## src/hdl/kmd_pkg.sv

```systemverilog
// Package with the shared constants of the k-way merge with duplicate removal.
`default_nettype none
package kmd_pkg;
    localparam int KEY_W      = 64;  // key width on the channels
    localparam int LANE_W     = 3;   // lane index width on the channels
    localparam int CNT_W      = 4;   // width of dup_count and of lanes_in_use
    localparam int MASK_W     = 8;   // width of refill_mask
    localparam int LANE_REACH = 8;   // lanes that the lane field can name
    localparam int ADDR_W     = 2;
    localparam int DATA_W     = 32;

    localparam logic [ADDR_W-1:0] ADDR_LANES_IN_USE = 2'd0;
    localparam logic [CNT_W-1:0]  LANES_RESET       = 4'd8;
endpackage
`default_nettype wire

```

## src/hdl/kmd_if.sv

```systemverilog
// Valid/ready channel interfaces for input records and merge results.
`default_nettype none
interface kmd_in_if;
    logic                         valid;
    logic                         ready;
    logic [kmd_pkg::LANE_W-1:0]   lane;
    logic [kmd_pkg::KEY_W-1:0]    key;
    logic                         lane_end;

    modport source (output valid, lane, key, lane_end, input ready);
    modport sink   (input valid, lane, key, lane_end, output ready);
endinterface

interface kmd_out_if;
    logic                         valid;
    logic                         ready;
    logic [kmd_pkg::KEY_W-1:0]    key_res;
    logic [kmd_pkg::LANE_W-1:0]   source_lane;
    logic [kmd_pkg::CNT_W-1:0]    dup_count;
    logic [kmd_pkg::MASK_W-1:0]   refill_mask;
    logic                         done_res;

    modport source (output valid, key_res, source_lane, dup_count, refill_mask, done_res,
                    input ready);
    modport sink   (input valid, key_res, source_lane, dup_count, refill_mask, done_res,
                    output ready);
endinterface
`default_nettype wire

```

## src/hdl/kmd_pick.sv

```systemverilog
// Flat minimum search over the lane heads with lowest-lane tie break and match mask.
`default_nettype none
module kmd_pick #(
    parameter int ACT      = 8,
    parameter int KEY_BITS = 64
) (
    input  wire logic [ACT-1:0]               i_live,
    input  wire logic [ACT-1:0][KEY_BITS-1:0] i_keys,
    output logic                              o_any,
    output logic [KEY_BITS-1:0]               o_best,
    output logic [kmd_pkg::LANE_W-1:0]        o_src,
    output logic [ACT-1:0]                    o_eq
);
    logic [ACT-1:0]          win;
    logic [ACT-1:0][ACT-1:0] same;

    // Every pair is compared in parallel; a live head wins when it is below all
    // live heads of lower lanes and not above any live head of a higher lane.
    always_comb begin
        for (int i = 0; i < ACT; i++) begin
            win[i] = i_live[i];
            for (int j = 0; j < ACT; j++) begin
                same[i][j] = (i_keys[i] == i_keys[j]);
                if (j != i && i_live[j]) begin
                    if (j < i) begin
                        win[i] = win[i] & (i_keys[i] < i_keys[j]);
                    end else begin
                        win[i] = win[i] & (i_keys[i] <= i_keys[j]);
                    end
                end
            end
        end
    end

    always_comb begin
        o_any  = |i_live;
        o_best = '0;
        o_src  = '0;
        for (int i = 0; i < ACT; i++) begin
            if (win[i]) begin
                o_best = o_best | i_keys[i];
                o_src  = o_src | kmd_pkg::LANE_W'(i);
            end
        end
        for (int i = 0; i < ACT; i++) begin
            o_eq[i] = 1'b0;
            for (int j = 0; j < ACT; j++) begin
                o_eq[i] = o_eq[i] | (win[j] & same[i][j]);
            end
            o_eq[i] = o_eq[i] & i_live[i];
        end
    end
endmodule
`default_nettype wire

```

## src/hdl/kway_merge_dedup.sv

```systemverilog
// Top level: K-way merge of sorted key lanes with duplicate removal.
// Flow: a request is registered at acceptance and processed once the output register
// is empty or being read; its result, if any, is written to the output register as it is processed.
// Throughput: one request per cycle unless the output stalls; set by the head update and compare loop.
// Reset clears head valid bits, lane finished bits, the done flag and the valid bits of both
// channel registers, and sets lanes_in_use to 8; head keys are not cleared.
`default_nettype none
module kway_merge_dedup #(
    parameter int LANES    = 8,
    parameter int KEY_BITS = 64
) (
    input  wire logic                           i_clk,
    input  wire logic                           i_rst_n,
    kmd_in_if.sink                              i_in,
    kmd_out_if.source                           o_out,
    input  wire logic                           psel,
    input  wire logic                           penable,
    input  wire logic                           pwrite,
    input  wire logic [kmd_pkg::ADDR_W-1:0]     paddr,
    input  wire logic [kmd_pkg::DATA_W-1:0]     pwdata,
    output logic      [kmd_pkg::DATA_W-1:0]     prdata,
    output logic                                pready
);
    localparam int ACT = (LANES < kmd_pkg::LANE_REACH) ? LANES : kmd_pkg::LANE_REACH;
    localparam logic [kmd_pkg::CNT_W-1:0] ACT_N = kmd_pkg::CNT_W'(ACT);

    // Configuration register
    logic [kmd_pkg::CNT_W-1:0] r_lanes;
    logic                      cfg_wr;

    assign pready = 1'b1;
    assign cfg_wr = psel & penable & pwrite & (paddr == kmd_pkg::ADDR_LANES_IN_USE);

    always_ff @(posedge i_clk) begin
        if (!i_rst_n) begin
            r_lanes <= kmd_pkg::LANES_RESET;
        end else if (cfg_wr) begin
            r_lanes <= pwdata[kmd_pkg::CNT_W-1:0];
        end
    end

    always_comb begin
        prdata = '0;
        if (paddr == kmd_pkg::ADDR_LANES_IN_USE) begin
            prdata = kmd_pkg::DATA_W'(r_lanes);
        end
    end

    // Input register
    logic                        r_in_valid;
    logic [kmd_pkg::LANE_W-1:0]  r_lane;
    logic [KEY_BITS-1:0]         r_key;
    logic                        r_end;
    logic                        proc;

    assign proc       = r_in_valid & (~o_out.valid | o_out.ready);
    assign i_in.ready = ~r_in_valid | proc;

    always_ff @(posedge i_clk) begin
        if (!i_rst_n) begin
            r_in_valid <= 1'b0;
        end else if (i_in.ready) begin
            r_in_valid <= i_in.valid;
        end
    end

    always_ff @(posedge i_clk) begin
        if (i_in.ready && i_in.valid) begin
            r_lane <= i_in.lane;
            r_key  <= i_in.key[KEY_BITS-1:0];
            r_end  <= i_in.lane_end;
        end
    end

    // Lane state
    logic [ACT-1:0][KEY_BITS-1:0] r_head_key;
    logic [ACT-1:0]               r_head_valid;
    logic [ACT-1:0]               r_fin;
    logic                         r_done_sent;

    logic [kmd_pkg::CNT_W-1:0]    n_act;
    logic [ACT-1:0]               act;
    logic [ACT-1:0][KEY_BITS-1:0] n_head_key;
    logic [ACT-1:0]               upd_valid;
    logic [ACT-1:0]               n_fin;
    logic [ACT-1:0]               live;
    logic                         all_ready;

    always_comb begin
        n_act = r_lanes;
        if (n_act == '0) begin
            n_act = 4'd1;
        end
        if (n_act > ACT_N) begin
            n_act = ACT_N;
        end
        for (int i = 0; i < ACT; i++) begin
            act[i]        = (kmd_pkg::CNT_W'(i) < n_act);
            n_head_key[i] = r_head_key[i];
            upd_valid[i]  = r_head_valid[i];
            n_fin[i]      = r_fin[i];
            if (act[i] && r_lane == kmd_pkg::LANE_W'(i)) begin
                if (r_end) begin
                    n_fin[i] = 1'b1;
                end else if (!r_head_valid[i] && !r_fin[i]) begin
                    n_head_key[i] = r_key;
                    upd_valid[i]  = 1'b1;
                end
            end
        end
        live      = act & upd_valid;
        all_ready = &(~act | upd_valid | n_fin);
    end

    logic                        any;
    logic [KEY_BITS-1:0]         best;
    logic [kmd_pkg::LANE_W-1:0]  src;
    logic [ACT-1:0]              eq;

    kmd_pick #(
        .ACT      (ACT),
        .KEY_BITS (KEY_BITS)
    ) u_pick (
        .i_live (live),
        .i_keys (n_head_key),
        .o_any  (any),
        .o_best (best),
        .o_src  (src),
        .o_eq   (eq)
    );

    logic                        emit_key;
    logic                        emit_done;
    logic [kmd_pkg::CNT_W-1:0]   cnt;
    logic [kmd_pkg::MASK_W-1:0]  refill;

    always_comb begin
        emit_key  = all_ready & any;
        emit_done = all_ready & ~any & ~r_done_sent;
        cnt       = '0;
        refill    = '0;
        for (int i = 0; i < ACT; i++) begin
            cnt       = cnt + kmd_pkg::CNT_W'(eq[i]);
            refill[i] = eq[i] & ~n_fin[i];
        end
    end

    always_ff @(posedge i_clk) begin
        if (!i_rst_n) begin
            r_head_valid <= '0;
            r_fin        <= '0;
            r_done_sent  <= 1'b0;
        end else if (proc) begin
            r_head_valid <= emit_key ? (upd_valid & ~eq) : upd_valid;
            r_fin        <= n_fin;
            if (emit_done) begin
                r_done_sent <= 1'b1;
            end
        end
    end

    always_ff @(posedge i_clk) begin
        if (proc) begin
            r_head_key <= n_head_key;
        end
    end

    // Output register
    logic                        r_out_valid;
    logic [kmd_pkg::KEY_W-1:0]   r_key_res;
    logic [kmd_pkg::LANE_W-1:0]  r_src;
    logic [kmd_pkg::CNT_W-1:0]   r_cnt;
    logic [kmd_pkg::MASK_W-1:0]  r_refill;
    logic                        r_done;

    always_ff @(posedge i_clk) begin
        if (!i_rst_n) begin
            r_out_valid <= 1'b0;
        end else if (proc && (emit_key || emit_done)) begin
            r_out_valid <= 1'b1;
        end else if (o_out.ready) begin
            r_out_valid <= 1'b0;
        end
    end

    always_ff @(posedge i_clk) begin
        if (proc && (emit_key || emit_done)) begin
            r_key_res <= emit_key ? kmd_pkg::KEY_W'(best) : '0;
            r_src     <= emit_key ? src : '0;
            r_cnt     <= emit_key ? cnt : '0;
            r_refill  <= emit_key ? refill : '0;
            r_done    <= emit_done;
        end
    end

    assign o_out.valid       = r_out_valid;
    assign o_out.key_res     = r_key_res;
    assign o_out.source_lane = r_src;
    assign o_out.dup_count   = r_cnt;
    assign o_out.refill_mask = r_refill;
    assign o_out.done_res    = r_done;

    // Checks
    a_done_clean: assert property (@(posedge i_clk) disable iff (!i_rst_n)
        (o_out.valid && o_out.done_res) |->
        (o_out.key_res == '0 && o_out.dup_count == '0 && o_out.refill_mask == '0))
        else $error("done result carries a key payload");

    a_key_consumes: assert property (@(posedge i_clk) disable iff (!i_rst_n)
        (o_out.valid && !o_out.done_res) |->
        (o_out.dup_count != '0 && $countones(o_out.refill_mask) <= o_out.dup_count))
        else $error("key result consumed no head or refills more lanes than consumed");

    a_done_once: assert property (@(posedge i_clk) disable iff (!i_rst_n)
        $rose(r_done_sent) |-> (o_out.valid && o_out.done_res))
        else $error("done flag set without a done result");

    a_no_stray: assert property (@(posedge i_clk) disable iff (!i_rst_n)
        (r_done_sent && o_out.valid && o_out.done_res && proc) |=>
        !(o_out.valid && o_out.done_res && !$past(o_out.ready)) || $stable(r_done_sent))
        else $error("done flag changed after done was reported");
endmodule
`default_nettype wire
```

## src/flat_wrapper.sv

```systemverilog
// flat-port wrapper written by rule: the top's interface ports become plain ports
module kway_merge_dedup_flat 
#(
    parameter int LANES    = 8,
    parameter int KEY_BITS = 64
)
  (i_clk, i_rst_n, psel, penable, pwrite, paddr, pwdata, prdata, pready, i_in_valid, i_in_lane, i_in_key, i_in_lane_end, i_in_ready, o_out_valid, o_out_key_res, o_out_source_lane, o_out_dup_count, o_out_refill_mask, o_out_done_res, o_out_ready);
  kmd_in_if i_in_i ();
  kmd_out_if o_out_i ();
  input  wire logic i_clk;
  input  wire logic i_rst_n;
  input  wire logic psel;
  input  wire logic penable;
  input  wire logic pwrite;
  input  wire logic [kmd_pkg::ADDR_W-1:0] paddr;
  input  wire logic [kmd_pkg::DATA_W-1:0] pwdata;
  output logic      [kmd_pkg::DATA_W-1:0] prdata;
  output logic pready;
  input wire logic [$bits(i_in_i.valid)-1:0] i_in_valid;
  input wire logic [$bits(i_in_i.lane)-1:0] i_in_lane;
  input wire logic [$bits(i_in_i.key)-1:0] i_in_key;
  input wire logic [$bits(i_in_i.lane_end)-1:0] i_in_lane_end;
  output wire logic [$bits(i_in_i.ready)-1:0] i_in_ready;
  output wire logic [$bits(o_out_i.valid)-1:0] o_out_valid;
  output wire logic [$bits(o_out_i.key_res)-1:0] o_out_key_res;
  output wire logic [$bits(o_out_i.source_lane)-1:0] o_out_source_lane;
  output wire logic [$bits(o_out_i.dup_count)-1:0] o_out_dup_count;
  output wire logic [$bits(o_out_i.refill_mask)-1:0] o_out_refill_mask;
  output wire logic [$bits(o_out_i.done_res)-1:0] o_out_done_res;
  input wire logic [$bits(o_out_i.ready)-1:0] o_out_ready;
  assign i_in_i.valid = i_in_valid;
  assign i_in_i.lane = i_in_lane;
  assign i_in_i.key = i_in_key;
  assign i_in_i.lane_end = i_in_lane_end;
  assign i_in_ready = i_in_i.ready;
  assign o_out_valid = o_out_i.valid;
  assign o_out_key_res = o_out_i.key_res;
  assign o_out_source_lane = o_out_i.source_lane;
  assign o_out_dup_count = o_out_i.dup_count;
  assign o_out_refill_mask = o_out_i.refill_mask;
  assign o_out_done_res = o_out_i.done_res;
  assign o_out_i.ready = o_out_ready;
  kway_merge_dedup #(.LANES(LANES), .KEY_BITS(KEY_BITS)) u_core (.i_clk(i_clk), .i_rst_n(i_rst_n), .i_in(i_in_i), .o_out(o_out_i), .psel(psel), .penable(penable), .pwrite(pwrite), .paddr(paddr), .pwdata(pwdata), .prdata(prdata), .pready(pready));
endmodule
```

## config.mk

```make
export PLATFORM = sky130hd
export DESIGN_NAME = kway_merge_dedup_flat
export DESIGN_NICKNAME = d
export VERILOG_FILES = /design/src/hdl/kmd_pkg.sv /design/src/hdl/kmd_if.sv /design/src/hdl/kmd_pick.sv /design/src/hdl/kway_merge_dedup.sv /design/src/flat_wrapper.sv
export SDC_FILE = /design/constraint.sdc
export NUM_CORES = 2
export LEC_CHECK = 0
export ABC_AREA = 1
export BUFFER_PORTS_ARGS = -buffer_cell sky130_fd_sc_hd__buf_4
export CORE_MARGIN = 3
export CORE_UTILIZATION = 45
export CTS_BUF_LIST = sky130_fd_sc_hd__clkbuf_2
export DETAILED_ROUTE_END_ITERATION = 12
export GPL_TIMING_DRIVEN = 0
export PLACE_DENSITY = 0.67
export SLEW_MARGIN = 20
export SYNTH_ARGS = -nofsm -noshare
export SYNTH_HDL_FRONTEND = slang
export SYNTH_HIERARCHICAL = 1
export SYNTH_SLANG_ARGS = --single-unit
```

## constraint.sdc

```tcl
create_clock -name i_clk -period 58.5 [get_ports i_clk]
set_input_delay 5.85 -clock i_clk [delete_from_list [all_inputs] [get_ports i_clk]]
set_output_delay 5.85 -clock i_clk [all_outputs]
set_load 0.01 [all_outputs]
```

==> run_results.csv <==
group,metric,value,unit
clocking,cts_setup_buffers,0,
worst_setup_path,crit_arrival,6430,ps
global_route,grt_pass1_vias,68800,
placed_design,dp_hpwl,292,mm
cells_and_area,final_cells,12500,
clocking,clk_latency,1900,ps
floorplanning,die_w,414,um
global_route,grt_pass1_wl,506,mm
flow_run,max_cap_violations,0,
clocking,cts_resized,0,
floorplanning,num_io_pins,224,
cells_and_area,final_net_count,12000,
detailed_routing,wire_per_inst,29.4,um
global_route,grt-ovfl-total,0,
power,peakVddDrop,0.0229,mV
floorplanning,die_h,414,um
detailed_routing,drc,0,
clocking,cts.sinks,683,
worst_setup_path,cpPeakStageDelay,140,ps
hold_path,hold_path.class,"reg -> reg",
timing,worst_pin_slew,1430,ps
placed_design,routabilityCongestion,1.05,
clocking,numCtsBuffers,193,
timing,setup_violations,0,
floorplanning,core,165000,sq um
timing,fmax,81.5,MHz
detailed_routing,ant_nets,0,
clocking,root_buffer,"clkbuf_2",
detailed_routing,vias,75400,
worst_setup_path,critPathSlowestCell,"nor2_1",
worst_setup_path,path_max_fanout,4,
worst_setup_path,cp.required,52650,ps
yosys,synth_top_area_share,29.9,%
placed_design,placedCellCount,12100,
timing,setup-tns-final,0,ps
placed_design,port_buffers,165,
yosys,synth_cells,9617,
detailed_routing,vias_per_cell,6.04,
yosys,yosys_warnings,6,
cells_and_area,fill_cells,16300,
floorplanning,start_util,45.4,%
clocking,cts.clk_slew.worst_paths,90,ps
worst_setup_path,cp_cell_sequence,"buf_4, nor2_1, inv_1, nor2_1, buf_4",
yosys,synth_top_cells_by_area,"ha_1, edfxtp_1, nand2_1",
yosys,netlist_area,75000,sq um
clocking,cts_tree,"done",
worst_setup_path,cp-start-kind,"input port",
worst_setup_path,crit_type,"in -> out",
timing,hold_viol_final,0,
yosys,ys_ff_latch,683,
global_route,grt_usage,41.3,%
timing,rsz0062_at_grt,"false",
yosys,yosysTopAreaCell,"ha_1",
worst_setup_path,critPathCaptureType,"output pin",
yosys,synth_edf_count,660,
floorplanning,rows,149,
outcome,status,"completed",
global_route,antenna_found_initial,24,
timing,final_max_slew_viol_count,0,
cells_and_area,final_cell_mix,"nand2_1, ha_1, inv_1, a21oi_1, nor2_1",
timing,timing.final.crit_share,21.0,%
cells_and_area,area_delta_synth_final,9.77,%
yosys,ys_seq_area_share,27.0,%
cells_and_area,final_layout_size_suffix_gt1_share,8.36,%
cells_and_area,final_common_cell,"nand2_1",
timing,fin_crit,12280,ps
detailed_routing,drt-total-wl,368,mm
global_route,grt_start_max_net_pins,57,
floorplanning,die-area,172000,sq um
detailed_routing,drt_iter0_markers,9468,
clocking,clockBufferDepth,3,
yosys,yosysUniqueCellTypes,49,
timing,finalClockSkew,139,ps
yosys,ys_async_sr_fraction,0,%
clocking,ctsHoldBuffers,0,
clocking,ctsHtreeMaxLevel,4,
yosys,synth-main-ff-cell,"edfxtp_1",
power,p_leak,40.9,nW
power,power_density,19.7,nW/um^2
yosys,syn_avg_cell_area,7.80,sq um
timing,relSlewSlack,4.92,%
detailed_routing,drt-pass1-iter-count,8,
## synth_stat cells, types with 6 or more instances
library cell  count
a21o_1           27
a21oi_1         928
buf_1             8
buf_2            57
buf_4            43
buf_6            27
clkbuf_1         81
dfxtp_1          23
edfxtp_1        660
ha_1           1795
inv_1           980
inv_2            19
nand2_1        2452
nand2_2          10
nand2_4           6
nand3_1         263
nand4_1         153
nor2_1          751
nor2_2           24
nor2_4            8
nor2_8            6
nor3_1           53
nor3_2           25
nor3b_1           7
nor4_1           18
o21a_1          234
o21ai_0         631
o21ai_1         147
o21bai_1         37
o22ai_1          99
## cell type report
type | count | area [sq um] | area share, %
Antenna cell | 28 | 70.1 | 0.0851
Buffer | 216 | 1270 | 1.54
Clock buffer | 270 | 1350 | 1.64
Clock inverter | 71 | 398 | 0.483
Inverter | 1003 | 3780 | 4.59
Multi-Input combinational cell | 7742 | 49900 | 60.6
Sequential cell | 683 | 20300 | 24.6
Tap cell | 2189 | 2740 | 3.33
Timing Repair Buffer | 283 | 2580 | 3.13
## final timing paths
check | from | to | slack [ps] | cells after the start
setup / recovery | paddr[1] | prdata[2] | 46220 | 5
hold / removal | u_core/r_done_sent | u_core/r_done_sent | 480 | 2
setup reg to reg | u_core/r_lane[0] | u_core/o_out.dup_count[2] | 48160 | 34
hold reg to reg | u_core/r_done_sent | u_core/r_done_sent | 480 | 2
## sequential cells by signal (all words and copies together) (netlist names)
signal                    cells
u_core/r_head_key           512
u_core/o_out.key_res         64
u_core/r_key                 64
u_core/o_out.refill_mask      8
u_core/r_fin                  8
u_core/r_head_valid           8
u_core/o_out.dup_count        4
u_core/r_lanes                4
u_core/o_out.source_lane      3
u_core/r_lane                 3
u_core/o_out.done_res         1
u_core/o_out.valid            1
u_core/r_done_sent            1
u_core/r_end                  1
u_core/r_in_valid             1
## cells by family (layout without fill, tap and decap cells)
logic type / after synthesis / in the layout / share of synthesized area (%)
and+or+nand+nor: 3796 / 3796 / 20.8
adders and majority gates: 1799 / 1799 / 30.0
other: 2 / 57 / 0.0100
AOI/OAI and AO/OA: 2117 / 2117 / 15.4
buffers and inverters: 1219 / 1843 / 6.68
DFF: 683 / 683 / 27.0
xor gates and xnor gates: 1 / 1 / 0.0117
## power breakdown
group | switching (mW) | total [mW] | internal, mW
logic | 0.477 | 0.681 | 0.204
registers | 0.00581 | 0.567 | 0.561
clock network | 0.233 | 0.373 | 0.141
total | 0.716 | 1.62 | 0.906
## worst max-delay path: cells and delay by family
family                 cells  cell delay [ps]
buffers and inverters      3              330
AND/OR/NAND/NOR            2              240
## through the flow
step | setup WS, ps | hold WS [ps] | power (mW) | instance area [sq um] | utilization, %
floorplan | 34180 | 451 | 0.986 | 75100 | -
global placement | 22860 | 458 | 1.21 | 79100 | 47.8
detailed placement | 46240 | 467 | 1.23 | 80500 | 48.7
CTS | 46240 | 481 | 1.61 | 82300 | 49.8
global route | 46160 | 513 | 1.72 | 82300 | 49.8
finish | 46220 | 483 | 1.62 | 82400 | 49.8
## per-layer routing
layer / GRT usage [%] / share of wire (%)
met3: 6.94 / 9.7
met1: 55.1 / 41
met2: 60.6 / 41
met5: 0 / 0.046
met4: 29.2 / 8.4
Note: power is estimated with default switching activity, not from simulation.
